## config.mk

```make
export PLATFORM = sky130hd
export DESIGN_NAME = xoroshiro64ss_range_generator
export DESIGN_NICKNAME = d
export VERILOG_FILES = /design/src/hw/rtl/xrs_pkg.sv /design/src/hw/rtl/xrs_datapath.sv /design/src/hw/rtl/xrs_controller.sv /design/src/hw/rtl/xoroshiro64ss_range_generator.sv
export SDC_FILE = /design/constraint.sdc
export NUM_CORES = 2
export LEC_CHECK = 0
export ABC_AREA = 1
export BUFFER_PORTS_ARGS = -buffer_cell sky130_fd_sc_hd__buf_2
export CORE_MARGIN = 2
export CORE_UTILIZATION = 50
export CTS_CLUSTER_SIZE = 10
export DETAILED_ROUTE_END_ITERATION = 10
export MAX_ROUTING_LAYER = met4
export PLACE_DENSITY = 0.77
export SLEW_MARGIN = 10
export SYNTH_ARGS = -nofsm -noshare
export SYNTH_HDL_FRONTEND = slang
export SYNTH_SLANG_ARGS = --single-unit
export TNS_END_PERCENT = 50
```

## constraint.sdc

```tcl
create_clock -name i_clk -period 13.3 [get_ports i_clk]
set_clock_uncertainty 0.05 [all_clocks]
set_input_delay 1.33 -clock i_clk [delete_from_list [all_inputs] [get_ports i_clk]]
set_output_delay 1.33 -clock i_clk [all_outputs]
set_load 0.03 [all_outputs]
```

## src/hw/rtl/xrs_pkg.sv

```systemverilog
// Package for the xoroshiro64** range generator: types, constants and the
// state step functions. It depends on nothing else.
`timescale 1ns / 1ps
package xrs_pkg;

    localparam int unsigned WORD_W = 32;
    localparam int unsigned DATA_W = 128;
    localparam int unsigned USER_W = 2;
    localparam int unsigned CNT_W  = 5;

    localparam logic [WORD_W-1:0] SEED_OFS_P = 32'd193;
    localparam logic [WORD_W-1:0] SEED_OFS_Q = 32'd7771;
    localparam logic [WORD_W-1:0] MIX_PA     = 32'd522133279;
    localparam logic [WORD_W-1:0] MIX_QA     = 32'd93444155;
    localparam logic [WORD_W-1:0] MIX_PB     = 32'd720880126;
    localparam logic [WORD_W-1:0] MIX_QB     = 32'd1665791465;
    localparam logic [WORD_W-1:0] SCRAMBLE_K = 32'h9e3779bb;

    typedef enum logic [1:0] {
        ACT_RESEED = 2'd0,
        ACT_DRAW   = 2'd1,
        ACT_RANGED = 2'd2,
        ACT_NOP    = 2'd3
    } t_action;

    typedef enum logic [3:0] {
        ST_IDLE,
        ST_MIX_A0,
        ST_MIX_A1,
        ST_MIX_B0,
        ST_MIX_B1,
        ST_ADVANCE,
        ST_SCRAMBLE,
        ST_MOD,
        ST_DONE
    } t_state;

    typedef enum logic [2:0] {
        MUL_P_A,
        MUL_Q_A,
        MUL_P_B,
        MUL_Q_B,
        MUL_SCRAMBLE
    } t_mul_sel;

    typedef enum logic [1:0] {
        OUT_ZERO,
        OUT_WORD,
        OUT_RANGED
    } t_out_sel;

    typedef struct packed {
        logic     load_in;
        t_mul_sel mul_sel;
        logic     mix_acc;
        logic     mix_a;
        logic     mix_b;
        logic     advance;
        logic     scramble;
        logic     mod_step;
        logic     out_load;
        t_out_sel out_sel;
    } t_dp_cmd;

    typedef struct packed {
        logic span_zero;
        logic mod_last;
    } t_dp_status;

    function automatic logic [WORD_W-1:0] f_next_a(input logic [WORD_W-1:0] a,
                                                   input logic [WORD_W-1:0] b);
        logic [WORD_W-1:0] x;
        x = a ^ b;
        return {a[5:0], a[31:6]} ^ x ^ (x << 9);
    endfunction

    function automatic logic [WORD_W-1:0] f_next_b(input logic [WORD_W-1:0] a,
                                                   input logic [WORD_W-1:0] b);
        logic [WORD_W-1:0] x;
        x = a ^ b;
        return {x[18:0], x[31:19]};
    endfunction

    function automatic logic [WORD_W-1:0] f_mixed_a();
        logic [WORD_W-1:0] p;
        logic [WORD_W-1:0] q;
        p = SEED_OFS_P;
        q = SEED_OFS_Q;
        return (p * MIX_PA) ^ (q * MIX_QA);
    endfunction

    function automatic logic [WORD_W-1:0] f_mixed_b();
        logic [WORD_W-1:0] p;
        logic [WORD_W-1:0] q;
        p = SEED_OFS_P;
        q = SEED_OFS_Q;
        return (p * MIX_PB) ^ (q * MIX_QB);
    endfunction

    localparam logic [WORD_W-1:0] RESET_A = f_next_a(f_mixed_a(), f_mixed_b());
    localparam logic [WORD_W-1:0] RESET_B = f_next_b(f_mixed_a(), f_mixed_b());

endpackage

```

## src/hw/rtl/xrs_datapath.sv

```systemverilog
// Datapath of the range generator: state words, the shared multiplier,
// the bit-serial remainder unit and the output data register. Uses xrs_pkg.
`timescale 1ns / 1ps
module xrs_datapath
    import xrs_pkg::*;
(
    input  logic              i_clk,
    input  logic              i_rst_n,
    input  logic [DATA_W-1:0] i_data,
    input  t_dp_cmd           i_cmd,
    output t_dp_status        o_status,
    output logic [WORD_W-1:0] o_value
);

    logic [WORD_W-1:0] r_a;
    logic [WORD_W-1:0] r_b;
    logic [WORD_W-1:0] r_p;
    logic [WORD_W-1:0] r_q;
    logic [WORD_W-1:0] r_lo;
    logic [WORD_W-1:0] r_span;
    logic [WORD_W-1:0] r_acc;
    logic [WORD_W-1:0] r_prod;
    logic [WORD_W-1:0] r_word;
    logic [WORD_W-1:0] r_rem;
    logic [CNT_W-1:0]  r_cnt;
    logic [WORD_W-1:0] r_out;

    logic [WORD_W-1:0] w_seed_first;
    logic [WORD_W-1:0] w_seed_second;
    logic [WORD_W-1:0] w_range_low;
    logic [WORD_W-1:0] w_range_high;
    logic [WORD_W-1:0] w_op_x;
    logic [WORD_W-1:0] w_op_k;
    logic [WORD_W-1:0] w_mul;
    logic [WORD_W:0]   w_trial;
    logic [WORD_W:0]   w_diff;
    logic [WORD_W-1:0] w_value;

    assign w_seed_first  = i_data[WORD_W-1:0];
    assign w_seed_second = i_data[2*WORD_W-1:WORD_W];
    assign w_range_low   = i_data[3*WORD_W-1:2*WORD_W];
    assign w_range_high  = i_data[4*WORD_W-1:3*WORD_W];

    always_comb begin
        case (i_cmd.mul_sel)
            MUL_P_A: begin
                w_op_x = r_p;
                w_op_k = MIX_PA;
            end
            MUL_Q_A: begin
                w_op_x = r_q;
                w_op_k = MIX_QA;
            end
            MUL_P_B: begin
                w_op_x = r_p;
                w_op_k = MIX_PB;
            end
            MUL_Q_B: begin
                w_op_x = r_q;
                w_op_k = MIX_QB;
            end
            default: begin
                w_op_x = r_a;
                w_op_k = SCRAMBLE_K;
            end
        endcase
    end

    assign w_mul   = w_op_x * w_op_k;
    assign w_trial = {r_rem, r_word[WORD_W-1]};
    assign w_diff  = w_trial - {1'b0, r_span};

    always_comb begin
        case (i_cmd.out_sel)
            OUT_ZERO:   w_value = '0;
            OUT_WORD:   w_value = r_word;
            OUT_RANGED: w_value = r_lo + r_rem;
            default:    w_value = '0;
        endcase
    end

    always_ff @(posedge i_clk) begin
        if (!i_rst_n) begin
            r_a <= RESET_A;
            r_b <= RESET_B;
        end else begin
            if (i_cmd.mix_a) begin
                r_a <= r_acc ^ w_mul;
            end
            if (i_cmd.mix_b) begin
                r_b <= r_acc ^ w_mul;
            end
            if (i_cmd.advance) begin
                r_a <= f_next_a(r_a, r_b);
                r_b <= f_next_b(r_a, r_b);
            end
        end
    end

    always_ff @(posedge i_clk) begin
        if (i_cmd.load_in) begin
            r_p    <= w_seed_first + SEED_OFS_P;
            r_q    <= w_seed_second + SEED_OFS_Q;
            r_lo   <= w_range_low;
            r_span <= w_range_high - w_range_low + 32'd1;
        end
        if (i_cmd.mix_acc) begin
            r_acc <= w_mul;
        end
        if (i_cmd.advance) begin
            r_prod <= w_mul;
        end
        if (i_cmd.scramble) begin
            r_word <= {r_prod[26:0], r_prod[31:27]} + {r_prod[24:0], r_prod[31:27], 2'b00};
            r_rem  <= '0;
            r_cnt  <= '0;
        end
        if (i_cmd.mod_step) begin
            r_word <= {r_word[WORD_W-2:0], 1'b0};
            r_cnt  <= r_cnt + 1'b1;
            if (w_trial >= {1'b0, r_span}) begin
                r_rem <= w_diff[WORD_W-1:0];
            end else begin
                r_rem <= w_trial[WORD_W-1:0];
            end
        end
        if (i_cmd.out_load) begin
            r_out <= w_value;
        end
    end

    assign o_status.span_zero = (r_span == '0);
    assign o_status.mod_last  = (r_cnt == {CNT_W{1'b1}});
    assign o_value            = r_out;

endmodule

```

## src/hw/rtl/xrs_controller.sv

```systemverilog
// Controller of the range generator: sequences reseed, draw and remainder
// steps and owns the output valid flag. Uses xrs_pkg.
`timescale 1ns / 1ps
module xrs_controller
    import xrs_pkg::*;
(
    input  logic              i_clk,
    input  logic              i_rst_n,
    input  logic              i_in_valid,
    input  logic [USER_W-1:0] i_in_action,
    output logic              o_in_ready,
    output logic              o_out_valid,
    input  logic              i_out_ready,
    input  t_dp_status        i_status,
    output t_dp_cmd           o_cmd
);

    t_state   r_state;
    t_state   n_state;
    t_action  r_action;
    t_action  n_action;
    t_out_sel r_out_sel;
    t_out_sel n_out_sel;
    logic     r_out_valid;
    logic     n_out_valid;

    always_ff @(posedge i_clk) begin
        if (!i_rst_n) begin
            r_state     <= ST_IDLE;
            r_action    <= ACT_NOP;
            r_out_sel   <= OUT_ZERO;
            r_out_valid <= 1'b0;
        end else begin
            r_state     <= n_state;
            r_action    <= n_action;
            r_out_sel   <= n_out_sel;
            r_out_valid <= n_out_valid;
        end
    end

    always_comb begin
        n_state       = r_state;
        n_action      = r_action;
        n_out_sel     = r_out_sel;
        o_in_ready    = 1'b0;
        o_cmd         = '0;
        o_cmd.mul_sel = MUL_SCRAMBLE;
        o_cmd.out_sel = r_out_sel;
        case (r_state)
            ST_IDLE: begin
                o_in_ready = 1'b1;
                if (i_in_valid) begin
                    o_cmd.load_in = 1'b1;
                    n_action      = t_action'(i_in_action);
                    case (t_action'(i_in_action))
                        ACT_RESEED: begin
                            n_state   = ST_MIX_A0;
                            n_out_sel = OUT_ZERO;
                        end
                        ACT_DRAW: begin
                            n_state   = ST_ADVANCE;
                            n_out_sel = OUT_WORD;
                        end
                        ACT_RANGED: begin
                            n_state   = ST_ADVANCE;
                            n_out_sel = OUT_RANGED;
                        end
                        default: begin
                            n_state   = ST_DONE;
                            n_out_sel = OUT_ZERO;
                        end
                    endcase
                end
            end
            ST_MIX_A0: begin
                o_cmd.mul_sel = MUL_P_A;
                o_cmd.mix_acc = 1'b1;
                n_state       = ST_MIX_A1;
            end
            ST_MIX_A1: begin
                o_cmd.mul_sel = MUL_Q_A;
                o_cmd.mix_a   = 1'b1;
                n_state       = ST_MIX_B0;
            end
            ST_MIX_B0: begin
                o_cmd.mul_sel = MUL_P_B;
                o_cmd.mix_acc = 1'b1;
                n_state       = ST_MIX_B1;
            end
            ST_MIX_B1: begin
                o_cmd.mul_sel = MUL_Q_B;
                o_cmd.mix_b   = 1'b1;
                n_state       = ST_ADVANCE;
            end
            ST_ADVANCE: begin
                o_cmd.advance = 1'b1;
                if (r_action == ACT_RESEED) begin
                    n_state = ST_DONE;
                end else begin
                    n_state = ST_SCRAMBLE;
                end
            end
            ST_SCRAMBLE: begin
                o_cmd.scramble = 1'b1;
                if (r_action == ACT_RANGED && !i_status.span_zero) begin
                    n_state = ST_MOD;
                end else begin
                    n_state   = ST_DONE;
                    n_out_sel = OUT_WORD;
                end
            end
            ST_MOD: begin
                o_cmd.mod_step = 1'b1;
                if (i_status.mod_last) begin
                    n_state = ST_DONE;
                end
            end
            ST_DONE: begin
                if (!r_out_valid || i_out_ready) begin
                    o_cmd.out_load = 1'b1;
                    n_state        = ST_IDLE;
                end
            end
            default: begin
                n_state = ST_IDLE;
            end
        endcase
        if (o_cmd.out_load) begin
            n_out_valid = 1'b1;
        end else if (i_out_ready) begin
            n_out_valid = 1'b0;
        end else begin
            n_out_valid = r_out_valid;
        end
    end

    assign o_out_valid = r_out_valid;

endmodule

```

## src/hw/rtl/xoroshiro64ss_range_generator.sv

```systemverilog
// Top level of the xoroshiro64** range generator: joins the controller and
// the datapath. Uses xrs_pkg, xrs_controller and xrs_datapath.
//
// Each request on the slave stream carries an action in tuser and the seed
// and range words in tdata. A reseed mixes the seed words into the state
// and advances it once; it returns zero. A draw returns the scrambled state
// word and advances the state. A ranged draw returns low plus the word
// modulo (high - low + 1), wrapping mod 2^32; a zero span returns the word.
// Action code 3 leaves the state alone and returns zero.
// Every request gives exactly one result word on the master stream.
// One request is worked on at a time, so the next request is not taken
// until the result of the last one is in the output register. The ranged
// draw runs a 32-step bit-serial remainder loop after the scramble step.
// A new request is accepted while the previous result is still waiting.
// If the receiver stalls, the finished result waits in the datapath
// until the output register is free, and no further request is accepted.
// Synchronous reset puts the state as after a reseed with zero seeds.
`timescale 1ns / 1ps
module xoroshiro64ss_range_generator
    import xrs_pkg::*;
(
    input  logic              i_clk,
    input  logic              i_rst_n,
    input  logic              s_axis_tvalid,
    output logic              s_axis_tready,
    // seed_first, seed_second, range_low, range_high
    input  logic [DATA_W-1:0] s_axis_tdata,
    // action
    input  logic [USER_W-1:0] s_axis_tuser,
    output logic              m_axis_tvalid,
    input  logic              m_axis_tready,
    // value
    output logic [WORD_W-1:0] m_axis_tdata
);

    t_dp_cmd    w_cmd;
    t_dp_status w_status;

    xrs_controller u_controller (
        .i_clk       (i_clk),
        .i_rst_n     (i_rst_n),
        .i_in_valid  (s_axis_tvalid),
        .i_in_action (s_axis_tuser),
        .o_in_ready  (s_axis_tready),
        .o_out_valid (m_axis_tvalid),
        .i_out_ready (m_axis_tready),
        .i_status    (w_status),
        .o_cmd       (w_cmd)
    );

    xrs_datapath u_datapath (
        .i_clk    (i_clk),
        .i_rst_n  (i_rst_n),
        .i_data   (s_axis_tdata),
        .i_cmd    (w_cmd),
        .o_status (w_status),
        .o_value  (m_axis_tdata)
    );

endmodule
```

==> flow_summary.ini <==
[setup_path]
crit_slowest_cell = nand3_2
r2r_slack_ns = 3.11
cp.required_ns = 13.69
max_stage_delay_ns = 0.82
rr_worst_depth = 38
critPathBufInv = 9
endpoint_kind = flop
start_kind = flop
arrival_ns = 10.58
critPathTopFamily = adder cells
timing.rr.start = u_controller.r_state[0]
path_class = reg2reg
worstPathMaxFanout = 38
crit_top_cell = inv_1
r2r-end = u_datapath.r_a[29]

[synth]
syn_inst = 4352
synth.area.top_cells = edfxtp_1, fa_1, ha_1
syn_nets = 5183
syn_avg_cell_area_um2 = 8.63
synth_common_cells = inv_1, nand2_1, fa_1, nor2_1
synth_most_common_cell = inv_1
yosysTopAreaCell = edfxtp_1
synth_area_um2 = 37500
synth_seq_cells = 366
synth_edf_count = 292
synth_top_area_share_pct = 23.4
yosysSeqAreaShare_pct = 27.3
synthFlopType = edfxtp_1
synthDistinctLibCells = 57
yosysWarnings = 0
synthArstFlopShare_pct = 0

[cts]
numClockSinks = 366
postCtsResizedCells = 0
tritoncts = yes
postCtsSetupBuffers = 0
clkTransAtPathRegs_ns = 0.06
clkLatencyLatePin_ns = 0.58
tritoncts.num_buffers = 44
htreeDepth = 2
cts_root_buf = clkbuf_16
ctsLongestPathBuffers = 3
cts_hold_buf = 0

[grt]
grt_max_degree = 73
grt_overflow_total = 0
grt_pass1_vias = 30400
antenna_found_initial = 0
grt_pass1_wl_mm = 175
grtUsageTotal_pct = 30.4

[place]
dp_hpwl_mm = 93.6
gp_congestion = 1.11
portBuffers = 167

[finish]
nets = 5323
drive_gt1_share_pct = 7.35
fillers = 6687
synthToLayoutAreaGrowth_pct = 8.24
seqCellArea_um2 = 10200
multi_input_area_um2 = 23600

[route]
dr.first_iter.drc_count = 3236
vias_per_cell = 5.61
ant_nets = 0
postRouteWirelength_mm = 113
route.detailed.drc = 0
wire_per_inst_um = 20.7
first_pass_iters = 7
vias = 30800

[timing]
layout_min_cycle_time_ns = 10.19
fmax_ghz = 0.0981
hold_viol = 0
finalMaxSlewViolations = 0
finalCritPeriodShare_pct = 76.6
rsz0062_at_grt = false
finalSetupTns_ns = 0
finalSetupViolCount = 0
relSlewSlack_pct = 34.0
tightest_slew_ns = 0.990

[die]
die_h_um = 278
die_w_um = 278
initial_utilization_pct = 50.4
num_rows = 100
pin_count = 168
core_area_um2 = 74400
die_area_um2 = 77300

[flow_run]
max_cap_viol_count = 0

[status]
outcome = complete, no violations

[hold_path]
hp-class = reg2reg
hold_depth = 2
whs_endpoint = u_datapath.r_b[20]
min_from = u_datapath.r_b[20]
[how the worst max path moves through the flow]
stage / slack, ns / cells after the start / end / from
floorplan: 5.22 / 39 / u_datapath.r_a[29] / u_controller.r_state[3]
CTS: 3.20 / 38 / u_datapath.r_a[29] / u_controller.r_state[0]
detailed placement: 3.22 / 38 / u_datapath.r_a[29] / u_controller.r_state[0]
global placement: 3.36 / 38 / u_datapath.r_a[29] / u_controller.r_state[0]
global route: 2.47 / 38 / u_datapath.r_a[29] / u_controller.r_state[0]
finish: 3.11 / 38 / u_datapath.r_a[29] / u_controller.r_state[0]
[state kept, by name (all words and copies together) (netlist names)]
signal / flops
u_datapath.o_value: 32
u_datapath.r_a: 32
u_datapath.r_acc: 32
u_datapath.r_b: 32
u_datapath.r_lo: 32
u_datapath.r_p: 32
u_datapath.r_prod: 32
u_datapath.r_q: 32
u_datapath.r_rem: 32
u_datapath.r_span: 32
u_datapath.r_word: 32
u_datapath.r_cnt: 5
u_controller.r_state: 4
u_controller.r_action: 2
u_controller.r_out_sel: 2
u_controller.o_out_valid: 1
[logic make-up (layout without fill, tap and decap cells)]
| kind of cell | count (synthesis) | count (layout) | synth area share, % |
|---|---|---|---|
| buf+inv | 984 | 1149 | 10.0 |
| flops | 366 | 366 | 27.3 |
| xor+xnor | 260 | 260 | 6.07 |
| fa+ha+maj | 697 | 697 | 31.4 |
| other cells | 0 | 1 | 0 |
| compound gates | 665 | 665 | 9.65 |
| simple gates | 1380 | 1380 | 15.5 |
[metal layers]
metal	share of wire, %	global-route usage (%)
met5	0	-
met4	5.3	13.3
met3	9.4	5.67
met2	45	46.4
met1	40	39.5
[cell type report]
type                    instances  share of cell area (%)
clock buffers                  63                    2.94
inverters                     890                    8.23
flip-flops and latches        366                    25.2
diodes                          1                 0.00616
multi-input cells            3002                    58.0
repair buffers                188                    2.44
clock inverters                 8                   0.188
well taps                     969                    2.98
[cell usage in the layout (no fill, tap or decap), types with 45 or more instances in the layout]
cell type	count
a21oi_1	292
buf_2	167
clkbuf_16	45
dfxtp_1	74
edfxtp_1	292
fa_1	410
ha_1	287
inv_1	860
nand2_1	772
nand3_1	132
nor2_1	320
o21ai_0	243
xnor2_1	83
xor2_1	177
[worst reg2reg max path: cells and delay by family (launching register included)]
kind | cells | cell delay (ns)
compound gates | 3 | 0.74
buf+inv | 9 | 1.00
fa+ha+maj | 9 | 4.33
flops | 1 | 0.47
xor+xnor | 1 | 0.32
simple gates | 16 | 3.13
[stage by stage]
step	cells	hold WS (ns)	worst slack, ns	utilization, %	cell area (um^2)
6_report	5487	0.437	3.11	54.6	40600
5_1_grt	5486	0.473	2.47	54.6	40600
4_1_cts	5486	0.438	3.20	54.6	40600
3_5_place_dp	5415	0.427	3.22	52.9	39400
3_3_place_gp	5415	0.417	3.36	52.9	39400
2_1_floorplan	4352	0.404	5.22	-	37500
Power is not shown: default switching activity piles up to over one toggle a cycle in this logic, so the estimate is an artifact.
